File: config.mk
export PLATFORM = sky130hd
export DESIGN_NAME = pixel_color_space_converter
export DESIGN_NICKNAME = d
export VERILOG_FILES = /design/src/hw/rtl/pcsc_pkg.sv /design/src/hw/rtl/pixel_color_space_converter.sv /design/src/hw/rtl/pcsc_rndclp.sv /design/src/hw/rtl/pcsc_ycc2rgb.sv /design/src/hw/rtl/pcsc_rgb2ycc.sv
export SDC_FILE = /design/constraint.sdc
export NUM_CORES = 2
export LEC_CHECK = 0
export BUFFER_PORTS_ARGS = -buffer_cell sky130_fd_sc_hd__buf_4
export CAP_MARGIN = 5
export CORE_MARGIN = 2
export CORE_UTILIZATION = 50
export CTS_CLUSTER_DIAMETER = 120
export DETAILED_ROUTE_END_ITERATION = 16
export PLACE_DENSITY = 0.66
export SYNTH_ARGS = -nofsm -noshare
export SYNTH_HDL_FRONTEND = slang
export SYNTH_SLANG_ARGS = --single-unit
export TNS_END_PERCENT = 5
File: constraint.sdc
create_clock -name i_clk -period 16 [get_ports i_clk]
set_clock_uncertainty 0.2 [all_clocks]
set_input_delay 4 -clock i_clk [delete_from_list [all_inputs] [get_ports i_clk]]
set_output_delay 4 -clock i_clk [all_outputs]
set_load 0.02 [all_outputs]
File: src/hw/rtl/pcsc_pkg.sv
// Shared types and codes for the pixel color space converter.
// No dependencies; imported by the top level, pcsc_ycc2rgb and pcsc_rgb2ycc.
`timescale 1ns / 1ps
`default_nettype none

package pcsc_pkg;

    localparam int CFG_IDX_W  = 2;
    localparam int CFG_DATA_W = 2;

    localparam logic [CFG_IDX_W-1:0] REG_INPUT_FORMAT  = 2'd0;
    localparam logic [CFG_IDX_W-1:0] REG_OUTPUT_FORMAT = 2'd1;

    typedef enum logic [1:0] {
        FMT_RGB  = 2'd0,
        FMT_RGBA = 2'd1,
        FMT_YCC  = 2'd2
    } t_fmt;

    typedef struct packed {
        logic [7:0] c0;
        logic [7:0] c1;
        logic [7:0] c2;
        logic [7:0] a;
    } t_pix;

    typedef struct packed {
        logic valid;
        t_fmt ifmt;
        t_fmt ofmt;
    } t_ctl;

endpackage

`default_nettype wire

File: src/hw/rtl/pixel_color_space_converter.sv
// Pixel color space converter top level: format registers and 4-stage pipeline.
// A pixel transferred with i_start passes through stage registers s1 to s4 and is presented with o_valid.
// Throughput: one pixel per clock; o_busy is always low, the output cannot stall.
// Reset (synchronous, active low) clears the pipeline valid bits, formats to RGB.
// Depends on pcsc_pkg, pcsc_ycc2rgb, pcsc_rgb2ycc and pcsc_rndclp.
`timescale 1ns / 1ps
`default_nettype none

module pixel_color_space_converter #(
    parameter int COEF_FRAC_BITS = 16
) (
    input  wire logic                             i_clk,
    input  wire logic                             i_rst_n,
    input  wire logic                             i_cfg_we,
    input  wire logic [pcsc_pkg::CFG_IDX_W-1:0]   i_cfg_index,
    input  wire logic [pcsc_pkg::CFG_DATA_W-1:0]  i_cfg_wdata,
    input  wire logic                             i_start,
    output logic                                  o_busy,
    input  wire logic [7:0]                       i_first_in,
    input  wire logic [7:0]                       i_second_in,
    input  wire logic [7:0]                       i_third_in,
    input  wire logic [7:0]                       i_alpha_in,
    output logic                                  o_valid,
    output logic [7:0]                            o_first_out,
    output logic [7:0]                            o_second_out,
    output logic [7:0]                            o_third_out,
    output logic [7:0]                            o_alpha_out
);

    import pcsc_pkg::*;

    t_fmt r_ifmt;
    t_fmt r_ofmt;
    t_fmt w_wfmt;
    t_ctl w_in_ctl;
    t_pix w_in_pix;
    t_ctl w_mid_ctl;
    t_pix w_mid_pix;
    t_ctl w_out_ctl;
    t_pix w_out_pix;

    // code 3 behaves as RGB
    assign w_wfmt = (i_cfg_wdata == 2'd3) ? FMT_RGB : t_fmt'(i_cfg_wdata);

    always_ff @(posedge i_clk) begin
        if (!i_rst_n) begin
            r_ifmt <= FMT_RGB;
            r_ofmt <= FMT_RGB;
        end else if (i_cfg_we) begin
            unique case (i_cfg_index)
                REG_INPUT_FORMAT:  r_ifmt <= w_wfmt;
                REG_OUTPUT_FORMAT: r_ofmt <= w_wfmt;
                default: ;
            endcase
        end
    end

    assign o_busy = 1'b0;

    assign w_in_ctl.valid = i_start & ~o_busy;
    assign w_in_ctl.ifmt  = r_ifmt;
    assign w_in_ctl.ofmt  = r_ofmt;
    assign w_in_pix.c0    = i_first_in;
    assign w_in_pix.c1    = i_second_in;
    assign w_in_pix.c2    = i_third_in;
    assign w_in_pix.a     = i_alpha_in;

    pcsc_ycc2rgb #(.COEF_FRAC_BITS(COEF_FRAC_BITS)) u_ycc2rgb (
        .i_clk  (i_clk),
        .i_rst_n(i_rst_n),
        .i_ctl  (w_in_ctl),
        .i_pix  (w_in_pix),
        .o_ctl  (w_mid_ctl),
        .o_pix  (w_mid_pix)
    );

    pcsc_rgb2ycc #(.COEF_FRAC_BITS(COEF_FRAC_BITS)) u_rgb2ycc (
        .i_clk  (i_clk),
        .i_rst_n(i_rst_n),
        .i_ctl  (w_mid_ctl),
        .i_pix  (w_mid_pix),
        .o_ctl  (w_out_ctl),
        .o_pix  (w_out_pix)
    );

    assign o_valid      = w_out_ctl.valid;
    assign o_first_out  = w_out_pix.c0;
    assign o_second_out = w_out_pix.c1;
    assign o_third_out  = w_out_pix.c2;
    assign o_alpha_out  = w_out_pix.a;

    a_latency: assert property (@(posedge i_clk) disable iff (!i_rst_n)
        i_start |-> ##4 o_valid)
        else $error("transfer did not produce a result after 4 cycles");

    a_no_spurious: assert property (@(posedge i_clk) disable iff (!i_rst_n)
        o_valid |-> $past(i_start, 4))
        else $error("result strobe without a matching input transfer");

    a_alpha_zero: assert property (@(posedge i_clk) disable iff (!i_rst_n)
        (o_valid && w_out_ctl.ofmt != FMT_RGBA) |-> (o_alpha_out == 8'd0))
        else $error("nonzero alpha on a non-RGBA result");

    a_ycc_pass: assert property (@(posedge i_clk) disable iff (!i_rst_n)
        (o_valid && w_out_ctl.ifmt == FMT_YCC && w_out_ctl.ofmt == FMT_YCC)
        |-> (o_first_out == $past(i_first_in, 4)))
        else $error("YCbCr pass-through altered luma");

endmodule

`default_nettype wire

File: src/hw/rtl/pcsc_rndclp.sv
// Round half away from zero from Q.F to integer, then clamp to 0..255.
// Combinational; used by both conversion stages. No package dependency.
`timescale 1ns / 1ps
`default_nettype none

module pcsc_rndclp #(
    parameter int COEF_FRAC_BITS = 16,
    parameter int W              = 28
) (
    input  wire logic signed [W-1:0] i_val,
    output logic             [7:0]   o_val
);

    localparam logic [W-1:0] HALF = W'(1) << (COEF_FRAC_BITS - 1);

    logic [W-1:0]                w_sum;
    logic [W-COEF_FRAC_BITS-1:0] w_int;

    assign w_sum = $unsigned(i_val) + HALF;
    assign w_int = w_sum[W-1:COEF_FRAC_BITS];

    // negative sums always end at or below zero
    always_comb begin
        if (i_val[W-1]) begin
            o_val = 8'd0;
        end else if (|w_int[W-COEF_FRAC_BITS-1:8]) begin
            o_val = 8'hFF;
        end else begin
            o_val = w_int[7:0];
        end
    end

endmodule

`default_nettype wire

File: src/hw/rtl/pcsc_ycc2rgb.sv
// Stages 1-2: YCbCr to RGB matrix (products, then sums with round/clamp).
// Depends on pcsc_pkg and pcsc_rndclp.
`timescale 1ns / 1ps
`default_nettype none

module pcsc_ycc2rgb #(
    parameter int COEF_FRAC_BITS = 16
) (
    input  wire logic          i_clk,
    input  wire logic          i_rst_n,
    input  wire pcsc_pkg::t_ctl i_ctl,
    input  wire pcsc_pkg::t_pix i_pix,
    output pcsc_pkg::t_ctl     o_ctl,
    output pcsc_pkg::t_pix     o_pix
);

    import pcsc_pkg::*;

    localparam int W_C = COEF_FRAC_BITS + 3;
    localparam int W_P = COEF_FRAC_BITS + 12;

    localparam longint unsigned K_RCR = ((64'd1402000 << COEF_FRAC_BITS) + 64'd500000) / 64'd1000000;
    localparam longint unsigned K_GCB = ((64'd344136 << COEF_FRAC_BITS) + 64'd500000) / 64'd1000000;
    localparam longint unsigned K_GCR = ((64'd714136 << COEF_FRAC_BITS) + 64'd500000) / 64'd1000000;
    localparam longint unsigned K_BCB = ((64'd1772000 << COEF_FRAC_BITS) + 64'd500000) / 64'd1000000;

    localparam logic signed [W_C-1:0] C_RCR = W_C'(K_RCR);
    localparam logic signed [W_C-1:0] C_GCB = W_C'(K_GCB);
    localparam logic signed [W_C-1:0] C_GCR = W_C'(K_GCR);
    localparam logic signed [W_C-1:0] C_BCB = W_C'(K_BCB);

    logic signed [8:0]     w_cb;
    logic signed [8:0]     w_cr;

    t_ctl                  r_s1_ctl;
    t_pix                  r_s1_pix;
    logic signed [W_P-1:0] r_p_rcr;
    logic signed [W_P-1:0] r_p_gcb;
    logic signed [W_P-1:0] r_p_gcr;
    logic signed [W_P-1:0] r_p_bcb;

    logic signed [W_P-1:0] w_y;
    logic signed [W_P-1:0] w_r_sum;
    logic signed [W_P-1:0] w_g_sum;
    logic signed [W_P-1:0] w_b_sum;
    logic [7:0]            w_r;
    logic [7:0]            w_g;
    logic [7:0]            w_b;
    t_pix                  n_s2_pix;

    t_ctl                  r_s2_ctl;
    t_pix                  r_s2_pix;

    assign w_cb = $signed({1'b0, i_pix.c1}) - 9'sd128;
    assign w_cr = $signed({1'b0, i_pix.c2}) - 9'sd128;

    always_ff @(posedge i_clk) begin
        if (!i_rst_n) begin
            r_s1_ctl.valid <= 1'b0;
        end else begin
            r_s1_ctl.valid <= i_ctl.valid;
        end
        r_s1_ctl.ifmt <= i_ctl.ifmt;
        r_s1_ctl.ofmt <= i_ctl.ofmt;
        r_s1_pix      <= i_pix;
        r_p_rcr       <= W_P'(C_RCR) * W_P'(w_cr);
        r_p_gcb       <= W_P'(C_GCB) * W_P'(w_cb);
        r_p_gcr       <= W_P'(C_GCR) * W_P'(w_cr);
        r_p_bcb       <= W_P'(C_BCB) * W_P'(w_cb);
    end

    assign w_y     = $signed({4'd0, r_s1_pix.c0, {COEF_FRAC_BITS{1'b0}}});
    assign w_r_sum = w_y + r_p_rcr;
    assign w_g_sum = w_y - r_p_gcb - r_p_gcr;
    assign w_b_sum = w_y + r_p_bcb;

    pcsc_rndclp #(.COEF_FRAC_BITS(COEF_FRAC_BITS), .W(W_P)) u_rc_r (
        .i_val(w_r_sum), .o_val(w_r)
    );
    pcsc_rndclp #(.COEF_FRAC_BITS(COEF_FRAC_BITS), .W(W_P)) u_rc_g (
        .i_val(w_g_sum), .o_val(w_g)
    );
    pcsc_rndclp #(.COEF_FRAC_BITS(COEF_FRAC_BITS), .W(W_P)) u_rc_b (
        .i_val(w_b_sum), .o_val(w_b)
    );

    // YCbCr in and out passes through untouched
    always_comb begin
        n_s2_pix = r_s1_pix;
        if (r_s1_ctl.ifmt == FMT_YCC && r_s1_ctl.ofmt != FMT_YCC) begin
            n_s2_pix.c0 = w_r;
            n_s2_pix.c1 = w_g;
            n_s2_pix.c2 = w_b;
        end
    end

    always_ff @(posedge i_clk) begin
        if (!i_rst_n) begin
            r_s2_ctl.valid <= 1'b0;
        end else begin
            r_s2_ctl.valid <= r_s1_ctl.valid;
        end
        r_s2_ctl.ifmt <= r_s1_ctl.ifmt;
        r_s2_ctl.ofmt <= r_s1_ctl.ofmt;
        r_s2_pix      <= n_s2_pix;
    end

    assign o_ctl = r_s2_ctl;
    assign o_pix = r_s2_pix;

endmodule

`default_nettype wire

File: src/hw/rtl/pcsc_rgb2ycc.sv
// Stages 3-4: RGB to YCbCr matrix, alpha selection and output register.
// Depends on pcsc_pkg and pcsc_rndclp.
`timescale 1ns / 1ps
`default_nettype none

module pcsc_rgb2ycc #(
    parameter int COEF_FRAC_BITS = 16
) (
    input  wire logic           i_clk,
    input  wire logic           i_rst_n,
    input  wire pcsc_pkg::t_ctl i_ctl,
    input  wire pcsc_pkg::t_pix i_pix,
    output pcsc_pkg::t_ctl      o_ctl,
    output pcsc_pkg::t_pix      o_pix
);

    import pcsc_pkg::*;

    localparam int W_C = COEF_FRAC_BITS + 3;
    localparam int W_P = COEF_FRAC_BITS + 12;

    localparam longint unsigned K_YR  = ((64'd299000 << COEF_FRAC_BITS) + 64'd500000) / 64'd1000000;
    localparam longint unsigned K_YG  = ((64'd587000 << COEF_FRAC_BITS) + 64'd500000) / 64'd1000000;
    localparam longint unsigned K_YB  = ((64'd114000 << COEF_FRAC_BITS) + 64'd500000) / 64'd1000000;
    localparam longint unsigned K_CBR = ((64'd168736 << COEF_FRAC_BITS) + 64'd500000) / 64'd1000000;
    localparam longint unsigned K_CBG = ((64'd331264 << COEF_FRAC_BITS) + 64'd500000) / 64'd1000000;
    localparam longint unsigned K_CRG = ((64'd418688 << COEF_FRAC_BITS) + 64'd500000) / 64'd1000000;
    localparam longint unsigned K_CRB = ((64'd81312 << COEF_FRAC_BITS) + 64'd500000) / 64'd1000000;

    localparam logic signed [W_C-1:0] C_YR   = W_C'(K_YR);
    localparam logic signed [W_C-1:0] C_YG   = W_C'(K_YG);
    localparam logic signed [W_C-1:0] C_YB   = W_C'(K_YB);
    localparam logic signed [W_C-1:0] C_CBR  = W_C'(K_CBR);
    localparam logic signed [W_C-1:0] C_CBG  = W_C'(K_CBG);
    localparam logic signed [W_C-1:0] C_HALF = W_C'(1) << (COEF_FRAC_BITS - 1);
    localparam logic signed [W_C-1:0] C_CRG  = W_C'(K_CRG);
    localparam logic signed [W_C-1:0] C_CRB  = W_C'(K_CRB);
    localparam logic signed [W_P-1:0] OFF    = W_P'(128) << COEF_FRAC_BITS;

    logic signed [8:0]     w_r;
    logic signed [8:0]     w_g;
    logic signed [8:0]     w_b;

    t_ctl                  r_s3_ctl;
    t_pix                  r_s3_pix;
    logic signed [W_P-1:0] r_p_yr;
    logic signed [W_P-1:0] r_p_yg;
    logic signed [W_P-1:0] r_p_yb;
    logic signed [W_P-1:0] r_p_cbr;
    logic signed [W_P-1:0] r_p_cbg;
    logic signed [W_P-1:0] r_p_cbb;
    logic signed [W_P-1:0] r_p_crr;
    logic signed [W_P-1:0] r_p_crg;
    logic signed [W_P-1:0] r_p_crb;

    logic signed [W_P-1:0] w_y_sum;
    logic signed [W_P-1:0] w_cb_sum;
    logic signed [W_P-1:0] w_cr_sum;
    logic [7:0]            w_y;
    logic [7:0]            w_cb;
    logic [7:0]            w_cr;
    t_pix                  n_s4_pix;

    t_ctl                  r_s4_ctl;
    t_pix                  r_s4_pix;

    assign w_r = $signed({1'b0, i_pix.c0});
    assign w_g = $signed({1'b0, i_pix.c1});
    assign w_b = $signed({1'b0, i_pix.c2});

    always_ff @(posedge i_clk) begin
        if (!i_rst_n) begin
            r_s3_ctl.valid <= 1'b0;
        end else begin
            r_s3_ctl.valid <= i_ctl.valid;
        end
        r_s3_ctl.ifmt <= i_ctl.ifmt;
        r_s3_ctl.ofmt <= i_ctl.ofmt;
        r_s3_pix      <= i_pix;
        r_p_yr        <= W_P'(C_YR) * W_P'(w_r);
        r_p_yg        <= W_P'(C_YG) * W_P'(w_g);
        r_p_yb        <= W_P'(C_YB) * W_P'(w_b);
        r_p_cbr       <= W_P'(C_CBR) * W_P'(w_r);
        r_p_cbg       <= W_P'(C_CBG) * W_P'(w_g);
        r_p_cbb       <= W_P'(C_HALF) * W_P'(w_b);
        r_p_crr       <= W_P'(C_HALF) * W_P'(w_r);
        r_p_crg       <= W_P'(C_CRG) * W_P'(w_g);
        r_p_crb       <= W_P'(C_CRB) * W_P'(w_b);
    end

    assign w_y_sum  = r_p_yr + r_p_yg + r_p_yb;
    assign w_cb_sum = OFF - r_p_cbr - r_p_cbg + r_p_cbb;
    assign w_cr_sum = OFF + r_p_crr - r_p_crg - r_p_crb;

    pcsc_rndclp #(.COEF_FRAC_BITS(COEF_FRAC_BITS), .W(W_P)) u_rc_y (
        .i_val(w_y_sum), .o_val(w_y)
    );
    pcsc_rndclp #(.COEF_FRAC_BITS(COEF_FRAC_BITS), .W(W_P)) u_rc_cb (
        .i_val(w_cb_sum), .o_val(w_cb)
    );
    pcsc_rndclp #(.COEF_FRAC_BITS(COEF_FRAC_BITS), .W(W_P)) u_rc_cr (
        .i_val(w_cr_sum), .o_val(w_cr)
    );

    always_comb begin
        n_s4_pix   = r_s3_pix;
        n_s4_pix.a = 8'd0;
        if (r_s3_ctl.ofmt == FMT_YCC) begin
            if (r_s3_ctl.ifmt != FMT_YCC) begin
                n_s4_pix.c0 = w_y;
                n_s4_pix.c1 = w_cb;
                n_s4_pix.c2 = w_cr;
            end
        end else if (r_s3_ctl.ofmt == FMT_RGBA) begin
            if (r_s3_ctl.ifmt == FMT_RGB) begin
                n_s4_pix.a = 8'hFF;
            end else if (r_s3_ctl.ifmt == FMT_RGBA) begin
                n_s4_pix.a = r_s3_pix.a;
            end
        end
    end

    always_ff @(posedge i_clk) begin
        if (!i_rst_n) begin
            r_s4_ctl.valid <= 1'b0;
        end else begin
            r_s4_ctl.valid <= r_s3_ctl.valid;
        end
        r_s4_ctl.ifmt <= r_s3_ctl.ifmt;
        r_s4_ctl.ofmt <= r_s3_ctl.ofmt;
        r_s4_pix      <= n_s4_pix;
    end

    assign o_ctl = r_s4_ctl;
    assign o_pix = r_s4_pix;

endmodule

`default_nettype wire
==> flow_metrics.tcl <==
set metrics [dict create \
    hold_path_class "register to register" \
    ioPinCount 74 \
    rsz0062_at_grt "false" \
    gp_congestion 0.906 \
    htreeDepth 2 \
    final_antenna_net_count 0 \
    crit_path_max_fanout 15 \
    syn_area_per_cell_um2 9.68 \
    crit_type "input port to register" \
    die_h_um 265 \
    hpwl_mm 62.2 \
    place_inst 4452 \
    synth_edf_count 0 \
    status "finished clean" \
    powerDensity_nw_per_um2 222 \
    postCtsSetupRepairBufs 0 \
    grt_pass1_wl_mm 122 \
    synth_top_area_cell "ha_1" \
    firstDrtPassIters 7 \
    drive_above_1_share_pct 5.25 \
    gr-usage-all-layers_pct 22.0 \
    layout_worst_path_cycle_share_pct 57.6 \
    clock_sinks 355 \
    vias_per_cell 5.20 \
    cp-start-kind "input port" \
    die_area_um2 70200 \
    ir_drop_mv 0.158 \
    final_util_pct 55.2 \
    p_leak_nw 19.6 \
    clk_pin_slew_ns 0.06 \
    ys_seq_area_share_pct 20.9 \
    synthCells 3518 \
    nNetsFinal 4724 \
    synth_area_um2 34100 \
    vias 23533 \
    fp.coreArea_um2 67300 \
    row_count 95 \
    netlist_top_cells_area "ha_1 28%, dfxtp_1 21%, fa_1 17%" \
    endpoint_kind "register" \
    clk-insertion-delay-late_ns 0.57 \
    min_period_ns 9.22 \
    finalSetupTns_ns 0 \
    dpl_cell_area_um2 35700 \
    ys_types 81 \
    numCtsBuffers 41 \
    worst_pin_slew_ns 0.907 \
    worstPathArrival_ns 9.50 \
    slew_violations 0 \
    holdBufCountCts 0 \
    gr-total-overflow 0 \
    start_util_pct 50.6 \
    hold_violations 0 \
    setup_viol 0 \
    stdcell_count 4527 \
    synth.most_common_cell "ha_1" \
    drc 0 \
    synth_nets 4620 \
    synthFlopType "dfxtp_1" \
    yosysTopAreaCellShare_pct 28.1 \
    cts_tree "done" \
    die_width_um 265 \
    postLayoutCellArea_um2 37200 \
    maxCapViolations 0 \
    n_antenna_cell 0 \
    timing.fmax_ghz 0.108 \
    grt_antenna_before_repair 0 \
    slew_headroom_pct 39.5 \
    drt_iter0_markers 1166 \
    grt_pass1_vias 23897 \
    cts_root_buffer "clkbuf_16" \
    area_growth_pct 9.07 \
    drt-total-wl_mm 74.2 \
    grt_max_degree 29 \
    cts-resized-gates 0 \
    ys_ff_latch 355 \
    synth_common_cells "765 x ha_1, 745 x inv_1, 355 x dfxtp_1" \
    portBuffers 72 \
    n_fill_cell 5972 \
    post_drt_wl_per_cell_um 16.4 \
    worstPathRequired_ns 16.28 \
    async_flop_share_pct 0 \
    cts.path.max_buffers 3 \
    yosysWarningCount 0 \
]
## state kept, by name, summed over array words and instances, names as in the netlist, 5 cells and up
name / cells
u_rgb2ycc.r_p_yg: 21
u_ycc2rgb.r_s1_ctl: 5
u_rgb2ycc.r_p_cbr: 18
u_ycc2rgb.o_ctl: 5
u_ycc2rgb.r_p_rcr: 16
u_rgb2ycc.r_p_yb: 20
u_rgb2ycc.r_p_cbb: 8
u_ycc2rgb.r_p_gcr: 18
u_rgb2ycc.r_p_cbg: 19
u_rgb2ycc.r_s3_ctl: 5
u_ycc2rgb.r_s1_pix: 24
u_ycc2rgb.r_p_bcb: 12
u_rgb2ycc.o_pix: 32
u_ycc2rgb.n_s2_pix: 8
u_ycc2rgb.o_pix: 32
u_ycc2rgb.r_p_gcb: 22
u_rgb2ycc.r_p_crb: 17
u_rgb2ycc.r_s3_pix: 24
u_rgb2ycc.r_p_yr: 22
u_rgb2ycc.r_p_crg: 22
## cells in the final DEF, fill, tap and decap left out, drive strengths merged, types with 41 or more instances in the layout
cell type and instances:
a21o 41, a21oi 183, dfxtp 355, o21ai 106, xor2 68, ha 765, nand2 88, xnor2 166
buf 77, nand3 46, nor3 53, inv 747, fa 297, clkbuf 52, nor2 139
## power by group
| part | total, mW | internal, mW | switching, mW | leakage (nW) |
|---|---|---|---|---|
| clock network | 1.02 | 0.630 | 0.393 | 0.711 |
| logic | 5.86 | 2.57 | 3.29 | 15.9 |
| registers | 1.36 | 1.21 | 0.154 | 2.98 |
| total | 8.25 | 4.40 | 3.84 | 19.6 |
## kinds of logic (layout without fill, tap and decap cells)
logic type / count (synthesis) / count (layout) / share of synthesized area [%]
compound gates: 561 / 561 / 10.8
xor+xnor: 234 / 234 / 6.02
fa+ha+maj: 1064 / 1064 / 45.6
buf+inv: 762 / 898 / 8.41
flops: 355 / 355 / 20.9
mux: 9 / 9 / 0.272
other cells: 1 / 1 / 0.0110
simple gates: 532 / 532 / 8.05
## final timing paths
path	startpoint	to	slack, ns	cells past startpoint
min reg2reg	u_ycc2rgb.o_ctl[3]$_DFF_P_	u_rgb2ycc.r_s3_ctl[3]$_DFF_P_	0.12	0
min	u_ycc2rgb.o_ctl[3]$_DFF_P_	u_rgb2ycc.r_s3_ctl[3]$_DFF_P_	0.12	0
max	i_third_in[7]	u_ycc2rgb.r_p_gcr[26]$_DFF_P_	6.78	20
max reg2reg	u_ycc2rgb.o_pix[19]$_DFF_P_	u_rgb2ycc.r_p_crg[20]$_DFF_P_	10.03	18
## worst max-delay path, cell delays in order
cell and delay [ns]:
buf_4 0.22, clkinv_1 0.59, ha_1 0.58, fa_1 0.56, inv_1 0.06, fa_1 0.52, inv_1 0.05, ha_1 0.33
fa_1 0.47, a21o_1 0.18, a21oi_1 0.22, o21bai_1 0.09, a21oi_1 0.22, nor2b_1 0.07, o21ai_0 0.22, a21oi_1 0.12
o21ai_0 0.40, o21ai_0 0.22, o221ai_1 0.23, xnor2_1 0.14
## per-stage QoR
stage	worst slack [ns]	total power, mW	hold WS (ns)
floorplan	7.17	5.94	0.110
global placement	6.22	7.16	0.110
detailed placement	6.20	7.21	0.112
CTS	6.77	8.32	0.125
global route	6.38	9.20	0.129
finish	6.78	8.25	0.125
## per-layer routing
metal,vias to the layer above,GRT usage (%),wire length (um)
met1,11129,27.9,32800
met4,0,7.59,2640
li1,11907,-,-
met5,-,0,0
met3,114,2.78,2670
met2,383,38.4,36100
## layout make-up
cell class | instances | area, um2 | share of cell area (%)
Clock buffer | 52 | 1160 | 3.12
Clock inverter | 23 | 324 | 0.872
Timing Repair Buffer | 77 | 578 | 1.56
Sequential cell | 355 | 7110 | 19.1
Inverter | 746 | 2800 | 7.54
Multi-Input combinational cell | 2401 | 24100 | 64.8
Tap cell | 873 | 1090 | 2.94
Note: power is estimated with default switching activity, not from simulation.
